===== config.mk =====
export PLATFORM = sky130hd
export DESIGN_NAME = ascii_integer_parser
export DESIGN_NICKNAME = d
export VERILOG_FILES = /design/src/rtl/aip_pkg.sv /design/src/rtl/ascii_integer_parser.sv /design/src/rtl/aip_char_class.sv /design/src/rtl/aip_parse_core.sv
export SDC_FILE = /design/constraint.sdc
export NUM_CORES = 1
export LEC_CHECK = 0
export ABC_AREA = 1
export BUFFER_PORTS_ARGS = -buffer_cell sky130_fd_sc_hd__buf_2
export CAP_MARGIN = 25
export CORE_MARGIN = 4
export CORE_UTILIZATION = 57
export CTS_CLUSTER_SIZE = 10
export DETAILED_ROUTE_END_ITERATION = 7
export PLACE_DENSITY = 0.86
export SLEW_MARGIN = 15
export SYNTH_ARGS = -nofsm -noshare
export SYNTH_HDL_FRONTEND = slang
export SYNTH_SLANG_ARGS = --single-unit

===== constraint.sdc =====
create_clock -name i_clk -period 3.47 [get_ports i_clk]
set_input_delay 0.347 -clock i_clk [delete_from_list [all_inputs] [get_ports i_clk]]
set_output_delay 0.347 -clock i_clk [all_outputs]
set_load 0.005 [all_outputs]

===== src/rtl/aip_pkg.sv =====
`default_nettype none
// ----------------------------------------------------------------------------
// ASCII integer parser package
// Character constants, the byte classification record and the result record
// shared by the classifier, the parse core and the top level.
// ----------------------------------------------------------------------------
package aip_pkg;

    // Width of the result value on the output stream.
    localparam int RESULT_BITS = 32;

    // Character codes used by the grammar.
    localparam logic [7:0] CH_NUL   = 8'h00;
    localparam logic [7:0] CH_SPACE = 8'h20;
    localparam logic [7:0] CH_TAB   = 8'h09;
    localparam logic [7:0] CH_LF    = 8'h0A;
    localparam logic [7:0] CH_CR    = 8'h0D;
    localparam logic [7:0] CH_ZERO  = 8'h30;
    localparam logic [7:0] CH_NINE  = 8'h39;
    localparam logic [7:0] CH_LC_A  = 8'h61;
    localparam logic [7:0] CH_LC_F  = 8'h66;
    localparam logic [7:0] CH_LC_X  = 8'h78;
    localparam logic [7:0] CH_MINUS = 8'h2D;
    localparam logic [7:0] CH_PLUS  = 8'h2B;
    localparam logic [7:0] CASE_BIT = 8'h20;

    // Classification of one text byte.
    typedef struct packed {
        logic       is_nul;
        logic       is_ws;
        logic       is_sign;
        logic       is_minus;
        logic       is_zero;
        logic       is_dec;
        logic       is_x;
        logic       is_hex;
        logic [3:0] digit;
    } t_char_class;

    // Result of one string, formed when its terminating NUL is processed.
    typedef struct packed {
        logic                   is_valid;
        logic [RESULT_BITS-1:0] value;
    } t_result;

endpackage : aip_pkg
`default_nettype wire


===== src/rtl/ascii_integer_parser.sv =====
`default_nettype none
// ----------------------------------------------------------------------------
// ASCII integer parser
// Checks and converts a NUL-terminated decimal or 0x-prefixed hex integer
// streamed one byte per request, and returns a valid flag and value per string.
// ----------------------------------------------------------------------------
// Path: a string's result is loaded into the result register when its NUL
// byte leaves the input register (input register, then result register).
// Throughput: one byte per cycle; the input register advances every cycle
// unless a NUL byte meets a finished result held by the downstream side.
// Reset: synchronous, active low; empties both registers and returns the
// parser to the leading whitespace phase with a cleared accumulator.
module ascii_integer_parser
    import aip_pkg::*;
#(
    parameter int VALUE_BITS = 32
) (
    input  wire logic                   i_clk,
    input  wire logic                   i_rst_n,
    // Input stream.
    input  wire logic                   i_s_tvalid,
    output logic                        o_s_tready,
    input  wire logic [7:0]             i_s_tdata,   // [7:0] char_code
    // Result stream.
    output logic                        o_m_tvalid,
    input  wire logic                   i_m_tready,
    output logic [RESULT_BITS-1:0]      o_m_tdata,   // [31:0] parsed_value
    output logic                        o_m_tuser    // [0] is_valid
);

    logic                   r_in_vld;
    logic [7:0]             r_in_char;
    logic                   r_out_vld;
    logic                   r_out_flag;
    logic [RESULT_BITS-1:0] r_out_value;

    t_char_class            char_class;
    t_result                result;
    logic                   advance;
    logic                   load_out;

    // The held byte moves on unless it ends a string and the result slot is full.
    assign advance    = r_in_vld && (!char_class.is_nul || !r_out_vld || i_m_tready);
    assign load_out   = advance && char_class.is_nul;
    assign o_s_tready = !r_in_vld || advance;

    // Input register.
    always_ff @(posedge i_clk) begin
        if (!i_rst_n) begin
            r_in_vld <= 1'b0;
        end else if (o_s_tready) begin
            r_in_vld <= i_s_tvalid;
        end
    end

    always_ff @(posedge i_clk) begin
        if (o_s_tready && i_s_tvalid) begin
            r_in_char <= i_s_tdata;
        end
    end

    aip_char_class u_char_class (
        .i_char  (r_in_char),
        .o_class (char_class)
    );

    aip_parse_core #(
        .VALUE_BITS (VALUE_BITS)
    ) u_parse_core (
        .i_clk    (i_clk),
        .i_rst_n  (i_rst_n),
        .i_step   (advance),
        .i_class  (char_class),
        .o_result (result)
    );

    // Result register.
    always_ff @(posedge i_clk) begin
        if (!i_rst_n) begin
            r_out_vld <= 1'b0;
        end else if (load_out) begin
            r_out_vld <= 1'b1;
        end else if (i_m_tready) begin
            r_out_vld <= 1'b0;
        end
    end

    always_ff @(posedge i_clk) begin
        if (load_out) begin
            r_out_flag  <= result.is_valid;
            r_out_value <= result.value;
        end
    end

    assign o_m_tvalid = r_out_vld;
    assign o_m_tdata  = r_out_value;
    assign o_m_tuser  = r_out_flag;

    // An invalid string always reports a zero value.
    a_invalid_zero: assert property (@(posedge i_clk) disable iff (!i_rst_n)
        r_out_vld && !r_out_flag |-> r_out_value == '0)
        else $error("invalid result carries a nonzero value");

    // A held byte that cannot move keeps its place and value.
    a_in_hold: assert property (@(posedge i_clk) disable iff (!i_rst_n)
        r_in_vld && !advance |=> r_in_vld && $stable(r_in_char))
        else $error("stalled input byte lost or changed");

    // A new result is loaded only when the previous one is gone or leaving.
    a_no_overwrite: assert property (@(posedge i_clk) disable iff (!i_rst_n)
        load_out |-> !r_out_vld || i_m_tready)
        else $error("pending result overwritten");

endmodule : ascii_integer_parser
`default_nettype wire


===== src/rtl/aip_char_class.sv =====
`default_nettype none
// ----------------------------------------------------------------------------
// ASCII integer parser character classifier
// Decodes one registered text byte into the flags and digit value used by
// the parse core.
// ----------------------------------------------------------------------------
module aip_char_class
    import aip_pkg::*;
(
    input  wire logic [7:0]  i_char,
    output t_char_class      o_class
);

    logic [7:0] lower_char;
    logic       dec_hit;
    logic       alpha_hit;

    // Fold letters to lower case for the hex letters and the x of the prefix.
    assign lower_char = i_char | CASE_BIT;
    assign dec_hit    = (i_char >= CH_ZERO) && (i_char <= CH_NINE);
    assign alpha_hit  = (lower_char >= CH_LC_A) && (lower_char <= CH_LC_F);

    // Flags and digit value.
    always_comb begin
        o_class.is_nul   = (i_char == CH_NUL);
        o_class.is_ws    = (i_char == CH_SPACE) || (i_char == CH_TAB) ||
                           (i_char == CH_LF) || (i_char == CH_CR);
        o_class.is_sign  = (i_char == CH_PLUS) || (i_char == CH_MINUS);
        o_class.is_minus = (i_char == CH_MINUS);
        o_class.is_zero  = (i_char == CH_ZERO);
        o_class.is_dec   = dec_hit;
        o_class.is_x     = (lower_char == CH_LC_X);
        o_class.is_hex   = dec_hit || alpha_hit;
        if (dec_hit) begin
            o_class.digit = 4'(i_char - CH_ZERO);
        end else begin
            o_class.digit = 4'(lower_char - CH_LC_A + 8'd10);
        end
    end

endmodule : aip_char_class
`default_nettype wire


===== src/rtl/aip_parse_core.sv =====
`default_nettype none
// ----------------------------------------------------------------------------
// ASCII integer parser core
// Holds the grammar phase, the sign and the accumulator, advances them by one
// classified byte per step and forms the result for the terminating NUL.
// ----------------------------------------------------------------------------
module aip_parse_core
    import aip_pkg::*;
#(
    parameter int VALUE_BITS = 32
) (
    input  wire logic        i_clk,
    input  wire logic        i_rst_n,
    input  wire logic        i_step,
    input  wire t_char_class i_class,
    output t_result          o_result
);

    typedef enum logic [2:0] {
        PH_LEAD,
        PH_SIGN,
        PH_ZERO,
        PH_HEXPFX,
        PH_HEX,
        PH_DEC,
        PH_TRAIL,
        PH_ERR
    } t_phase;

    t_phase                r_phase, n_phase;
    logic                  r_neg, n_neg;
    logic [VALUE_BITS-1:0] r_acc, n_acc;

    logic [VALUE_BITS-1:0] digit_ext;
    logic [VALUE_BITS-1:0] acc_dec;
    logic [VALUE_BITS-1:0] acc_hex;
    logic [VALUE_BITS-1:0] signed_acc;

    // Multiply-add by the radix as shifts and adds.
    assign digit_ext = {{(VALUE_BITS-4){1'b0}}, i_class.digit};
    assign acc_dec   = (r_acc << 3) + (r_acc << 1) + digit_ext;
    assign acc_hex   = (r_acc << 4) + digit_ext;

    // Next phase, sign and accumulator for the current byte.
    always_comb begin
        n_phase = r_phase;
        n_neg   = r_neg;
        n_acc   = r_acc;
        if (i_class.is_nul) begin
            n_phase = PH_LEAD;
            n_neg   = 1'b0;
            n_acc   = '0;
        end else begin
            case (r_phase)
                PH_LEAD: begin
                    if (i_class.is_ws) begin
                        n_phase = PH_LEAD;
                    end else if (i_class.is_sign) begin
                        n_neg   = i_class.is_minus;
                        n_phase = PH_SIGN;
                    end else if (i_class.is_zero) begin
                        n_acc   = '0;
                        n_phase = PH_ZERO;
                    end else if (i_class.is_dec) begin
                        n_acc   = digit_ext;
                        n_phase = PH_DEC;
                    end else begin
                        n_phase = PH_ERR;
                    end
                end
                PH_SIGN: begin
                    if (i_class.is_dec) begin
                        n_acc   = digit_ext;
                        n_phase = PH_DEC;
                    end else begin
                        n_phase = PH_ERR;
                    end
                end
                PH_ZERO: begin
                    if (i_class.is_x) begin
                        n_phase = PH_HEXPFX;
                    end else if (i_class.is_dec) begin
                        n_acc   = acc_dec;
                        n_phase = PH_DEC;
                    end else if (i_class.is_ws) begin
                        n_phase = PH_TRAIL;
                    end else begin
                        n_phase = PH_ERR;
                    end
                end
                PH_HEXPFX, PH_HEX: begin
                    if (i_class.is_hex) begin
                        n_acc   = acc_hex;
                        n_phase = PH_HEX;
                    end else if (r_phase == PH_HEX && i_class.is_ws) begin
                        n_phase = PH_TRAIL;
                    end else begin
                        n_phase = PH_ERR;
                    end
                end
                PH_DEC: begin
                    if (i_class.is_dec) begin
                        n_acc = acc_dec;
                    end else if (i_class.is_ws) begin
                        n_phase = PH_TRAIL;
                    end else begin
                        n_phase = PH_ERR;
                    end
                end
                PH_TRAIL: begin
                    if (!i_class.is_ws) begin
                        n_phase = PH_ERR;
                    end
                end
                default: begin
                    n_phase = PH_ERR;
                end
            endcase
        end
    end

    // Parse state registers.
    always_ff @(posedge i_clk) begin
        if (!i_rst_n) begin
            r_phase <= PH_LEAD;
            r_neg   <= 1'b0;
            r_acc   <= '0;
        end else if (i_step) begin
            r_phase <= n_phase;
            r_neg   <= n_neg;
            r_acc   <= n_acc;
        end
    end

    // Result of the string ending with the current byte.
    assign signed_acc        = r_neg ? ({VALUE_BITS{1'b0}} - r_acc) : r_acc;
    assign o_result.is_valid = r_phase inside {PH_ZERO, PH_HEX, PH_DEC, PH_TRAIL};

    generate
        if (VALUE_BITS >= RESULT_BITS) begin : g_trunc
            assign o_result.value = o_result.is_valid ?
                                    signed_acc[RESULT_BITS-1:0] : '0;
        end else begin : g_ext
            assign o_result.value = o_result.is_valid ?
                                    {{(RESULT_BITS-VALUE_BITS){1'b0}}, signed_acc} : '0;
        end
    endgenerate

    // A NUL byte always returns the parser to its start state.
    a_nul_restarts: assert property (@(posedge i_clk) disable iff (!i_rst_n)
        i_step && i_class.is_nul |=> r_phase == PH_LEAD && !r_neg && r_acc == '0)
        else $error("parse state not cleared after end of string");

    // The error phase is left only through a NUL byte.
    a_err_sticky: assert property (@(posedge i_clk) disable iff (!i_rst_n)
        i_step && r_phase == PH_ERR && !i_class.is_nul |=> r_phase == PH_ERR)
        else $error("error phase left before end of string");

endmodule : aip_parse_core
`default_nettype wire

## After elaboration in Yosys (flattened, before gate mapping)

Cells that the tools add are included.

- $add $sub $neg: 7
- Mux-type cells: 30
- Eq/ne operators: 21
- Shift-type cells: 0
- Magnitude comparators: 4
- Multipliers: 0
- Reduce and logical (&&, ||, !) cells: 28
- Bitwise operators: 0
- Divide/modulo/power cells: 0

Operators by type and width:

| kind | count |
|---|---|
| 32-bit two-way mux | 9 |
| 32-bit one-hot mux with 5 select lines | 1 |
| 32-bit by 4-bit adder with 32-bit output | 2 |
| 32-bit adder | 1 |
| 8-bit by 6-bit == test with 1-bit output (second input constant) | 4 |
| 1-bit by 32-bit subtractor with 32-bit output (first input constant) | 1 |
| 3-bit two-way mux | 9 |
| 8-bit by 4-bit == test with 1-bit output (second input constant) | 3 |
| 3-bit inequality test (second input constant) | 6 |
| 3-bit one-hot mux with 6 select lines | 1 |
| 3-bit == test (second input constant) | 3 |
| 8-bit by 6-bit >= comparator with 1-bit output (second input constant) | 1 |
| 8-bit by 7-bit >= comparator with 1-bit output (second input constant) | 1 |
| 8-bit by 6-bit <= comparator with 1-bit output (second input constant) | 1 |
| 8-bit by 7-bit <= comparator with 1-bit output (second input constant) | 1 |
| 8-bit logical NOT | 1 |
| 1-bit logical OR | 8 |
| 1-bit two-way mux | 8 |
| 4-bit by 1-bit subtractor with 4-bit output (second input constant) | 2 |
| 7-bit by 6-bit == test with 1-bit output (second input constant) | 1 |
| 3-bit by 2-bit == test with 1-bit output (second input constant) | 2 |
| 1-bit logical AND | 6 |
| 6-bit AND reduction | 1 |
| 2-bit nonzero test | 3 |
| other kinds (12) | 14 |

- Flip-flop bits (word level): 79
- Latch bits: 0
- Bits in read-only memories: 0
- Output and inout port bits: 35
- Memory bits (writable): 0
- Memories kept: 0

## Logic depth before layout (Yosys ltp)

Gate-level depths: netlist of run 1.

- Depth after elaboration: 9
- Depth in mapped cells: 25
- Gate-level depth less buffers: 24

## By module

A second synthesis of run 1 with hierarchy kept.

- Cell total of the unflattened synthesis: 1,220
- Area, all modules: 7,776.2 µm²

Modules (own cells, without submodules):

| module | times used | sequential area each (µm²) | area an instance (µm²) | cells each |
|---|---|---|---|---|
| aip_parse_core | 1 | 720.7 | 6,044.5 | 1,086 |
| ascii_integer_parser | 1 | 1,271.2 | 1,350.0 | 59 |
| aip_char_class | 1 | 0.0 | 381.6 | 75 |

## Least setup slack after synthesis of run 1

No wires, ideal clock.

- Path kind: reg-to-reg
- Start: register r_in_char[0]
- End: register u_parse_core.r_acc[10]
- Data required time: 3.353 ns
- Clock period less this slack: 3.416 ns
- Path slack: 0.054 ns
- Cell stages (with the launch flop): 21
- Library setup time: 0.117 ns
- Arrival time: 3.298 ns
- Path through: edfxtp_1 -> inv_1 -> ha_1 -> a21oi_1 -> nand3b_1 -> nand2_2 -> buf_2 -> nand2_1 -> nand2_1 -> inv_1 -> fa_1 -> fa_1 -> nand3_1 -> nand3_1 -> nand2_1 -> nand2_1 -> or2_2 -> nand3_1 -> nand3_1 -> a21oi_1 -> nor2_1

- Word-level cells in the longest chain between the ends: 8
- Elaborated cells on any way between the ends: 45
- Classes of those cells: 5 x add/sub; 4 x order compare; 12 x eq/ne; 10 x mux; 14 x reduce/logical

RTL lines:

| element | line | text |
|---|---|---|
| from (decl) | ascii_integer_parser.sv:32 | `logic [7:0] r_in_char;` |
| from (signal assigned) | ascii_integer_parser.sv:58 | `r_in_char <= i_s_tdata;` |
| 4-bit by 1-bit subtractor with 4-bit output, or another cell as far along | aip_char_class.sv:37 | `o_class.digit = 4'(lower_char - CH_LC_A + 8'd10);` |
| 4-bit adder / 1-bit logical AND (equally long branches) | aip_char_class.sv:37, aip_char_class.sv:20 |  |
| 4-bit two-way mux / 32-bit two-way mux (equally long branches) | - |  |
| 32-bit by 4-bit adder with 32-bit output / 32-bit two-way mux (equally long branches) | aip_parse_core.sv:41, aip_parse_core.sv:61 |  |
| 32-bit two-way mux, on equally long branches | aip_parse_core.sv:82, aip_parse_core.sv:102, aip_parse_core.sv:58 |  |
| 32-bit two-way mux, on equally long branches | aip_parse_core.sv:80, aip_parse_core.sv:56 |  |
| 32-bit one-hot mux with 5 select lines | aip_parse_core.sv:54 | `case (r_phase)` |
| 32-bit two-way mux | aip_parse_core.sv:49 | `if (i_class.is_nul) begin` |
| to (signal assigned) | aip_parse_core.sv:131 | `r_acc <= n_acc;` |
| to (decl) | aip_parse_core.sv:32 | `logic [VALUE_BITS-1:0] r_acc, n_acc;` |

Several ways; a longest one is shown, not always the timed one. The select of a mux whose other input is x is not followed.
A chain may end at the register's enable or synchronous reset.

## Worst setup path after layout of run 1

Same ends and word-level chain as after synthesis.

==> qor_table.md, run 1 <==
| Stage | Parameter | This run |
|:---|:---|:---|
| status | Outcome | finished, final reports clean |
| power | Worst supply voltage drop on vdd | 0.000248 V |
| worst setup path | Worst path required time | 3.70 ns |
| global routing | GRT met1 Usage | 34.2% |
| power | Comb pwr share | 33.5% |
| drt | Pre-Repair DR Iteration Count | 8 |
| finish | Number of fill cells in the layout | 1217 |
| synth | Commonest cells in the synthesized netlist | sky130_fd_sc_hd__nand2_1 (364), sky130_fd_sc_hd__inv_1 (167), sky130_fd_sc_hd__a21oi_1 (121), sky130_fd_sc_hd__nand3_1 (120), sky130_fd_sc_hd__nor2_1 (89) |
| drt | Number of DRC markers in iteration 0 | 840 |
| worst setup path | Slowest-stage cell, CP | sky130_fd_sc_hd__fa_2 |
| worst setup path | Maximum single-stage delay on the critical path | 0.47 ns |
| clock tree | Root buffer selected by CTS | sky130_fd_sc_hd__clkbuf_16 |
| global routing | Most crowded layer after global routing | met2 |
| finish | Footprint of the multi-input gates | 5030 um2 |
| placement | HPWL after DPL | 16600 um |
| synth | Post-synth cell types | 44 |
| job | Max capacitance violation total | 0 |
| power | Leakage | 4.33 nW |
| power | Share of power burned in the clock network | 28.9% |
| sta | Slew HR | 49.5% |
| placement | Routability Congestion | 0.978 |
| floorplanning | X dimension of the die | 125 um |
| clock tree | TritonCTS sink count | 79 |
| drt | Mean routed wirelength per cell | 15.4 um |
| worst setup path | Number of cells traversed by the worst register-to-register path | 20 |
| global routing | Met2 usage in global routing | 48.1% |
| sta | Setup repair after global routing missed its margin | yes |
| finish | Area of all sequential standard cells | 1990 um2 |
| sta | Crit share post-route | 94.5% |
| synth | Post-Synthesis Net Count | 1333 |
| synth | Ys async rst share | 0% |
| floorplanning | Initial cell density of the core | 58.6% |
| clock tree | Clock tree buffer depth | 2 |
| drt | Via count normalized by instance count | 5.88 |
| clock tree | CTS buffer count | 9 |
| drt | Remaining DRCs | 0 |
| clock tree | Hold-fix buffers at CTS | 0 |
| global routing | Grt ovf | 0 |
| clock tree | Source-to-sink clock delay at the later pin of the worst-skew pair | 0.34 ns |
| power | Internal power summed over all cells | 0.00186 W |
| min path | Number of instances on the worst hold path | 1 |
| synth | Netlist area before placement | 7830 um2 |
| power | Share of power burned in registers | 37.6% |
| drt | Count of antenna-violating nets left after detailed routing | 0 |
| worst setup path | Source of the worst register-to-register timing path | r_in_char[0]$_DFFE_PP_ |
| synth | Number of flops mapped to enable cells by yosys | 41 |
| min path | Hold wc startpoint | i_s_tdata[2] |
| worst setup path | Data arrival time of the worst path | 3.51 ns |
| clock tree | Deepest level of the CTS H-tree | 3 |
| power | Net Sw Frac | 37.7% |
| global routing | Total global-route track usage | 28.6% |
| sta | Number of pins with negative max-slew slack in the final report | 0 |
| finish | Share of cells above drive strength 1 | 10.9% |
| finish | Utilization after layout | 64.2% |
| floorplanning | I/O pins | 47 |
| global routing | Antenna violations before repair | 0 |
| worst setup path | Critical path buffers and inverters | 3 |
| worst setup path | Most frequent cell on the critical path | sky130_fd_sc_hd__nand2_1 |
| power | Power density normalized to cell area | 348 nW/um2 |
| synth | Largest area contributor in the synthesized netlist | sky130_fd_sc_hd__nand2_1 |
| worst setup path | Startpoint class of the critical path | flip-flop |
| finish | Antenna diode count | 0 |
| synth | Largest cells by area after synthesis | sky130_fd_sc_hd__nand2_1 (17%), sky130_fd_sc_hd__edfxtp_1 (16%), sky130_fd_sc_hd__ha_1 (10%) |
| synth | Leading register cell type out of synthesis | sky130_fd_sc_hd__edfxtp_1 |
| floorplanning | Vertical extent of the die | 125 um |
| synth | Average instance area after synthesis | 6.24 um2 |
| min path | Hold WC Path Type | in2reg |
| synth | Sequential share of the synthesized area | 25.5% |
| sta | Maximum clock frequency | 0.305 GHz |
| power | Power dissipated by switching net loads | 0.00113 W |
| sta | Count of final setup violators | 0 |
| sta | Setup clock skew after layout | 0.00803 ns |
| worst setup path | Crit path max fanout | 5 |
| floorplanning | Site row count | 42 |
| placement | Pre-CTS setup slack | -0.0355 ns |
| global routing | Wire length of the first global-routing pass | 38000 um |
| global routing | Met3 capacity usage during global routing | 4.65% |
| synth | Most repeated cell in the gate-level netlist after synthesis | sky130_fd_sc_hd__nand2_1 |
| sta | Time the final worst path needs with I/O delays and setup | 3.28 ns |
| clock tree | TritonCTS clock tree | yes |
| worst setup path | Internal reg-to-reg setup slack | 0.19 ns |
| clock tree | Clock Pin Slew Worst Setup and Hold Paths | 0.06 ns |
| worst setup path | Crit path max-delay family | simple AND/OR/NAND/NOR gates |
| synth | Register bit total from synthesis | 79 |
| finish | Final layout net count | 1366 |
| worst setup path | Critical path type | reg2reg |
| worst setup path | Critical path cell sequence | buf_4 > ha_4 > nand2_1 > nand3b_1 > nand2_2 > inv_2 > nand2_1 > nand2_1 > inv_1 > fa_2 > fa_2 > nand3_2 > nand3_4 > nand2_1 > nand2_2 > or2_2 > nand3_1 > nand3_1 > a21oi_2 > nor2_1 |
| worst setup path | Reg-to-reg critical path endpoint | u_parse_core.r_acc[10]$_SDFFE_PN0P_ |
| global routing | Largest net degree at the start of global routing | 43 |
| drt | Detailed-route via count | 8631 |
| sta | Worst Tran Pin Value | 0.754 ns |
| drt | Detailed Route WL | 22700 um |
| floorplanning | Area of the die | 15700 um2 |
| sta | Min setup slack post-route | 0.192 ns |
| sta | Total count of hold-check failures in the final report | 0 |
| synth | Post-Syn Instances | 1255 |
| floorplanning | Area of the placeable core | 13300 um2 |
| synth | Count of warnings emitted by yosys | 0 |
| global routing | Number of global-route vias before repair | 8405 |
| synth | Fraction of post-synthesis cell area in the top cell type by area | 17.5% |
| min path | Capture endpoint of the worst hold path | r_in_char[2]$_DFFE_PP_ |
| worst setup path | Crit. End Element | flip-flop |
| finish | Area Overhead vs Synth | 9.56% |
| placement | Number of port buffers | 46 |
[registers in the layout, summed over array words and instances (netlist names)]
signal                flops
u_parse_core.r_phase      3
r_in_char                 8
o_m_tuser                 1
r_in_vld                  1
u_parse_core.r_neg        1
u_parse_core.r_acc       32
o_m_tvalid                1
o_m_tdata                32
[per-stage QoR]
stage	TNS, ns	hold WS [ns]	total power (W)	area, um2	std cells
2_1_floorplan	0	0.446	0.00187	7830	1255
3_3_place_gp	0	0.478	0.00205	8150	1449
3_5_place_dp	-0.0735	0.484	0.00207	8150	1449
4_1_cts	0	0.178	0.00293	8430	1465
5_1_grt	-0.324	0.178	0.00316	8570	1469
6_report	0	0.181	0.00299	8570	1469
[worst max path at each step]
stage	start	endpoint	slack, ns	cells after the start
finish	r_in_char[0]$_DFFE_PP_	u_parse_core.r_acc[10]$_SDFFE_PN0P_	0.19	20
global route	r_in_char[0]$_DFFE_PP_	u_parse_core.r_acc[10]$_SDFFE_PN0P_	-0.06	20
CTS	r_in_char[1]$_DFFE_PP_	u_parse_core.r_acc[10]$_SDFFE_PN0P_	0.02	20
detailed placement	r_in_char[1]$_DFFE_PP_	u_parse_core.r_acc[10]$_SDFFE_PN0P_	-0.04	20
global placement	r_in_char[1]$_DFFE_PP_	u_parse_core.r_acc[10]$_SDFFE_PN0P_	0.13	20
floorplan	r_in_char[0]$_DFFE_PP_	u_parse_core.r_acc[10]$_SDFFE_PN0P_	0.05	20
[power by group through the flow]
stage | registers [W] | clock network, W | logic [W]
detailed placement | 0.00114 | 0 | 0.000938
floorplan | 0.00109 | 0 | 0.000777
global placement | 0.00114 | 0 | 0.000911
CTS | 0.00112 | 0.000864 | 0.000950
finish | 0.00112 | 0.000864 | 0.00100
global route | 0.00113 | 0.000899 | 0.00113
[timing repair]
item	CTS	global route
setup buffers	0	4
pin swaps	0	3
endpoints found under the setup margin	4	27
gates resized for setup	1	29
[routing by layer]
metal / up-vias / part of all wire [%]
li1: 4192 / -
met1: 3841 / 39
met2: 483 / 47
met3: 115 / 8.0
met4: 0 / 6.1
met5: - / 0
[cell families after synthesis]
logic type / after synthesis / synth area share (%)
flops: 79 / 25.5
fa+ha+maj: 66 / 10.7
buf+inv: 223 / 11.8
simple gates: 650 / 35.9
compound gates: 232 / 15.5
xor+xnor: 5 / 0.560
[cells in the final DEF, fill, tap and decap left out, types with 4 or more instances in the layout]
cell type,n
sky130_fd_sc_hd__nand4_1,15
sky130_fd_sc_hd__nand3_2,8
sky130_fd_sc_hd__o21ai_0,70
sky130_fd_sc_hd__nand2_1,359
sky130_fd_sc_hd__edfxtp_1,41
sky130_fd_sc_hd__o21ai_1,19
sky130_fd_sc_hd__inv_1,165
sky130_fd_sc_hd__clkinv_2,4
sky130_fd_sc_hd__nor3_1,30
sky130_fd_sc_hd__o211ai_1,11
sky130_fd_sc_hd__nor2_1,88
sky130_fd_sc_hd__a21oi_1,116
sky130_fd_sc_hd__inv_2,11
sky130_fd_sc_hd__a21oi_2,5
sky130_fd_sc_hd__buf_4,18
sky130_fd_sc_hd__ha_1,59
sky130_fd_sc_hd__nand2_2,9
sky130_fd_sc_hd__or2_2,10
sky130_fd_sc_hd__buf_2,46
sky130_fd_sc_hd__nand3_1,113
sky130_fd_sc_hd__clkbuf_16,9
sky130_fd_sc_hd__dfxtp_1,38
[final cells by class]
cell class	count	area share (%)
Clock buffer	10	2.67
Clock inverter	6	0.438
Inverter	180	7.92
Multi-Input combinational cell	953	58.7
Sequential cell	79	23.2
Tap cell	176	2.57
Timing Repair Buffer	65	4.49
Power figures use the tool's default switching activity.
==> run 2, diff against run 1 <==
--- a/config.mk
+++ b/config.mk
@@ -13,6 +13,7 @@
 export CTS_CLUSTER_SIZE = 10
 export DETAILED_ROUTE_END_ITERATION = 7
 export PLACE_DENSITY = 0.86
+export RECOVER_POWER = 25
 export SLEW_MARGIN = 15
 export SYNTH_ARGS = -nofsm -noshare
 export SYNTH_HDL_FRONTEND = slang
==> run 2 against run 1 <==
Against the previous run:
- sequential cell count unchanged
- cell count unchanged
- hold slack worse by 0.0011 ns
- die area is the same
- design area shrank 0.19%
- global-route usage stayed put
- critical path type unchanged
- critical endpoint unchanged
==> qor_table.md, run 2 (same netlist as run 1, synthesis figures left out) <==
| Stage | Parameter | This run | Change |
|:---|:---|:---|:---|
| status | Outcome | finished, final reports clean |  |
| power | Power density normalized to cell area | 350 nW/um2 | +0.35% |
| global routing | Grt ovf | 0 | unchanged |
| drt | Detailed Route WL | 22600 um | -0.41% |
| sta | Time the final worst path needs with I/O delays and setup | 3.28 ns | +0.00592 ns |
| finish | Post-route cell area | 8560 um2 | -0.19% |
| sta | Setup clock skew after layout | 0.0103 ns | +0.00228 ns |
| clock tree | Root buffer selected by CTS | sky130_fd_sc_hd__clkbuf_16 |  |
| min path | Hold WC Path Type | in2reg |  |
| finish | Area Overhead vs Synth | 9.35% |  |
| floorplanning | Area of the placeable core | 13300 um2 | unchanged |
| placement | Post-place instance area | 8150 um2 | unchanged |
| power | Leakage | 4.28 nW | -1.2% |
| sta | Count of final setup violators | 0 | unchanged |
| clock tree | Clock tree buffer depth | 2 | unchanged |
| worst setup path | Data arrival time of the worst path | 3.52 ns | about the same |
| finish | Antenna diode count | 0 | unchanged |
| floorplanning | I/O pins | 47 | unchanged |
| drt | Pre-Repair DR Iteration Count | 6 | -2 |
| worst setup path | Crit. End Element | flip-flop |  |
| placement | Number of port buffers | 46 | unchanged |
| worst setup path | Crit path max fanout | 5 | unchanged |
| global routing | Antenna violations before repair | 0 | unchanged |
| clock tree | CTS buffer count | 9 | unchanged |
| finish | Number of fill cells in the layout | 1226 | +0.74% |
| floorplanning | Site row count | 42 | unchanged |
| finish | Area of all sequential standard cells | 1990 um2 | unchanged |
| drt | Count of antenna-violating nets left after detailed routing | 0 | unchanged |
| drt | Number of DRC markers in iteration 0 | 853 | +1.5% |
| worst setup path | Startpoint class of the critical path | flip-flop |  |
| sta | Slew HR | 48.5% | -0.95 points |
| floorplanning | Initial cell density of the core | 58.6% | unchanged |
| drt | Via count normalized by instance count | 5.86 | -0.31% |
| sta | Setup repair after global routing missed its margin | yes |  |
| finish | Top library cells by usage in the layout, fill and taps aside | sky130_fd_sc_hd__nand2_1 (359), sky130_fd_sc_hd__inv_1 (165), sky130_fd_sc_hd__a21oi_1 (116) |  |
| drt | Mean routed wirelength per cell | 15.4 um | -0.41% |
| power | Worst supply voltage drop on vdd | 0.000250 V | +0.87% |
| placement | Routability Congestion | 0.978 | unchanged |
| clock tree | Source-to-sink clock delay at the later pin of the worst-skew pair | 0.35 ns | about the same |
| floorplanning | Area of the die | 15700 um2 | unchanged |
| global routing | Number of global-route vias before repair | 8405 | unchanged |
| finish | Share of cells above drive strength 1 | 9.90% | -1.0 points |
| finish | Footprint of the multi-input gates | 5030 um2 | unchanged |
| finish | Final layout net count | 1366 | unchanged |
| placement | HPWL after DPL | 16600 um | unchanged |
| sta | Worst Tran Pin Value | 0.768 ns | +0.0142 ns |
| floorplanning | Vertical extent of the die | 125 um | unchanged |
| clock tree | TritonCTS clock tree | yes |  |
| sta | Maximum clock frequency | 0.305 GHz | -0.18% |
| clock tree | Clock Pin Slew Worst Setup and Hold Paths | 0.06 ns | about the same |
| clock tree | Deepest level of the CTS H-tree | 3 | unchanged |
| clock tree | TritonCTS sink count | 79 | unchanged |
| worst setup path | Worst path required time | 3.70 ns | about the same |
| sta | Crit share post-route | 94.6% | +0.17 points |
| sta | Number of pins with negative max-slew slack in the final report | 0 | unchanged |
| worst setup path | Critical path type | reg2reg |  |
| finish | Most common cell after layout, fill and taps aside | sky130_fd_sc_hd__nand2_1 |  |
| job | Max capacitance violation total | 0 | unchanged |
| floorplanning | X dimension of the die | 125 um | unchanged |
| sta | Total count of hold-check failures in the final report | 0 | unchanged |
| drt | Remaining DRCs | 0 | unchanged |
| sta | Final TNS setup | 0 ns | unchanged |
| drt | Detailed-route via count | 8604 | -0.31% |
| global routing | Wire length of the first global-routing pass | 38000 um | unchanged |
| global routing | Total global-route track usage | 28.6% | unchanged |
| global routing | Largest net degree at the start of global routing | 43 | unchanged |
==> run 2: final timing paths <==
| kind | startpoint | to | slack, ns | cells after the start |
|---|---|---|---|---|
| worst max-delay path | r_in_char[0]$_DFFE_PP_ | u_parse_core.r_acc[10]$_SDFFE_PN0P_ | 0.19 | 20 |
| worst min-delay path | i_s_tdata[2] | r_in_char[2]$_DFFE_PP_ | 0.18 | 1 |
| worst max register to register | r_in_char[0]$_DFFE_PP_ | u_parse_core.r_acc[10]$_SDFFE_PN0P_ | 0.19 | 20 |
| worst min register to register | u_parse_core.r_acc[31]$_SDFFE_PN0P_ | u_parse_core.r_acc[31]$_SDFFE_PN0P_ | 0.49 | 2 |
==> run 2: critical path, stage by stage (launching register included) <==
cell                       delay [ns]
sky130_fd_sc_hd__edfxtp_1        0.42
sky130_fd_sc_hd__buf_4           0.17
sky130_fd_sc_hd__ha_4            0.16
sky130_fd_sc_hd__nand2_1         0.07
sky130_fd_sc_hd__nand3b_1        0.09
sky130_fd_sc_hd__nand2_2         0.10
sky130_fd_sc_hd__inv_2           0.06
sky130_fd_sc_hd__nand2_1         0.07
sky130_fd_sc_hd__nand2_1         0.07
sky130_fd_sc_hd__inv_1           0.09
sky130_fd_sc_hd__fa_2            0.47
sky130_fd_sc_hd__fa_2            0.41
sky130_fd_sc_hd__nand3_2         0.11
sky130_fd_sc_hd__nand3_4         0.10
sky130_fd_sc_hd__nand2_1         0.09
sky130_fd_sc_hd__nand2_2         0.07
sky130_fd_sc_hd__or2_2           0.28
sky130_fd_sc_hd__nand3_1         0.08
sky130_fd_sc_hd__nand3_1         0.09
sky130_fd_sc_hd__a21oi_2         0.13
sky130_fd_sc_hd__nor2_1          0.05
==> run 2: metrics by stage <==
stage | total power [W] | hold slack (ns) | cells | worst slack, ns | utilization, %
2_1_floorplan | 0.00187 | 0.446 | 1255 | 0.0545 | -
3_3_place_gp | 0.00205 | 0.478 | 1449 | 0.125 | 61.1
3_5_place_dp | 0.00207 | 0.484 | 1449 | -0.0355 | 61.1
4_1_cts | 0.00293 | 0.178 | 1465 | 0.0193 | 63.1
5_1_grt | 0.00316 | 0.178 | 1469 | -0.0584 | 64.1
6_report | 0.00299 | 0.179 | 1469 | 0.186 | 64.1
==> run 2: power by group <==
part           total [W]  internal (W)  switching, W
combinational   0.000999      0.000358      0.000640
clock           0.000871      0.000481      0.000391
sequential       0.00112       0.00102     0.0000990
==> run 2: final cells by class <==
type,count,area share [%]
Tap cell,176,2.57
Sequential cell,79,23.3
Multi-Input combinational cell,953,58.8
Timing Repair Buffer,65,4.31
Clock buffer,10,2.68
Clock inverter,6,0.439
Inverter,180,7.94
==> run 2: layer usage <==
| layer | up-vias | share of wire (%) | GRT usage [%] |
|---|---|---|---|
| li1 | 4191 | - | - |
| met1 | 3830 | 40 | 34.2 |
| met2 | 455 | 47 | 48.1 |
| met3 | 128 | 7.2 | 4.65 |
| met4 | 0 | 6.3 | 17.6 |
| met5 | - | 0 | 0 |
==> run 2: timing repair <==
action                     4_1_cts  5_1_grt
buffers inserted                 0        4
pin swaps                        0        3
gates cloned                     0        0
hold buffers                     0        0
setup endpoints to repair        4       27
gates resized for setup          1       29
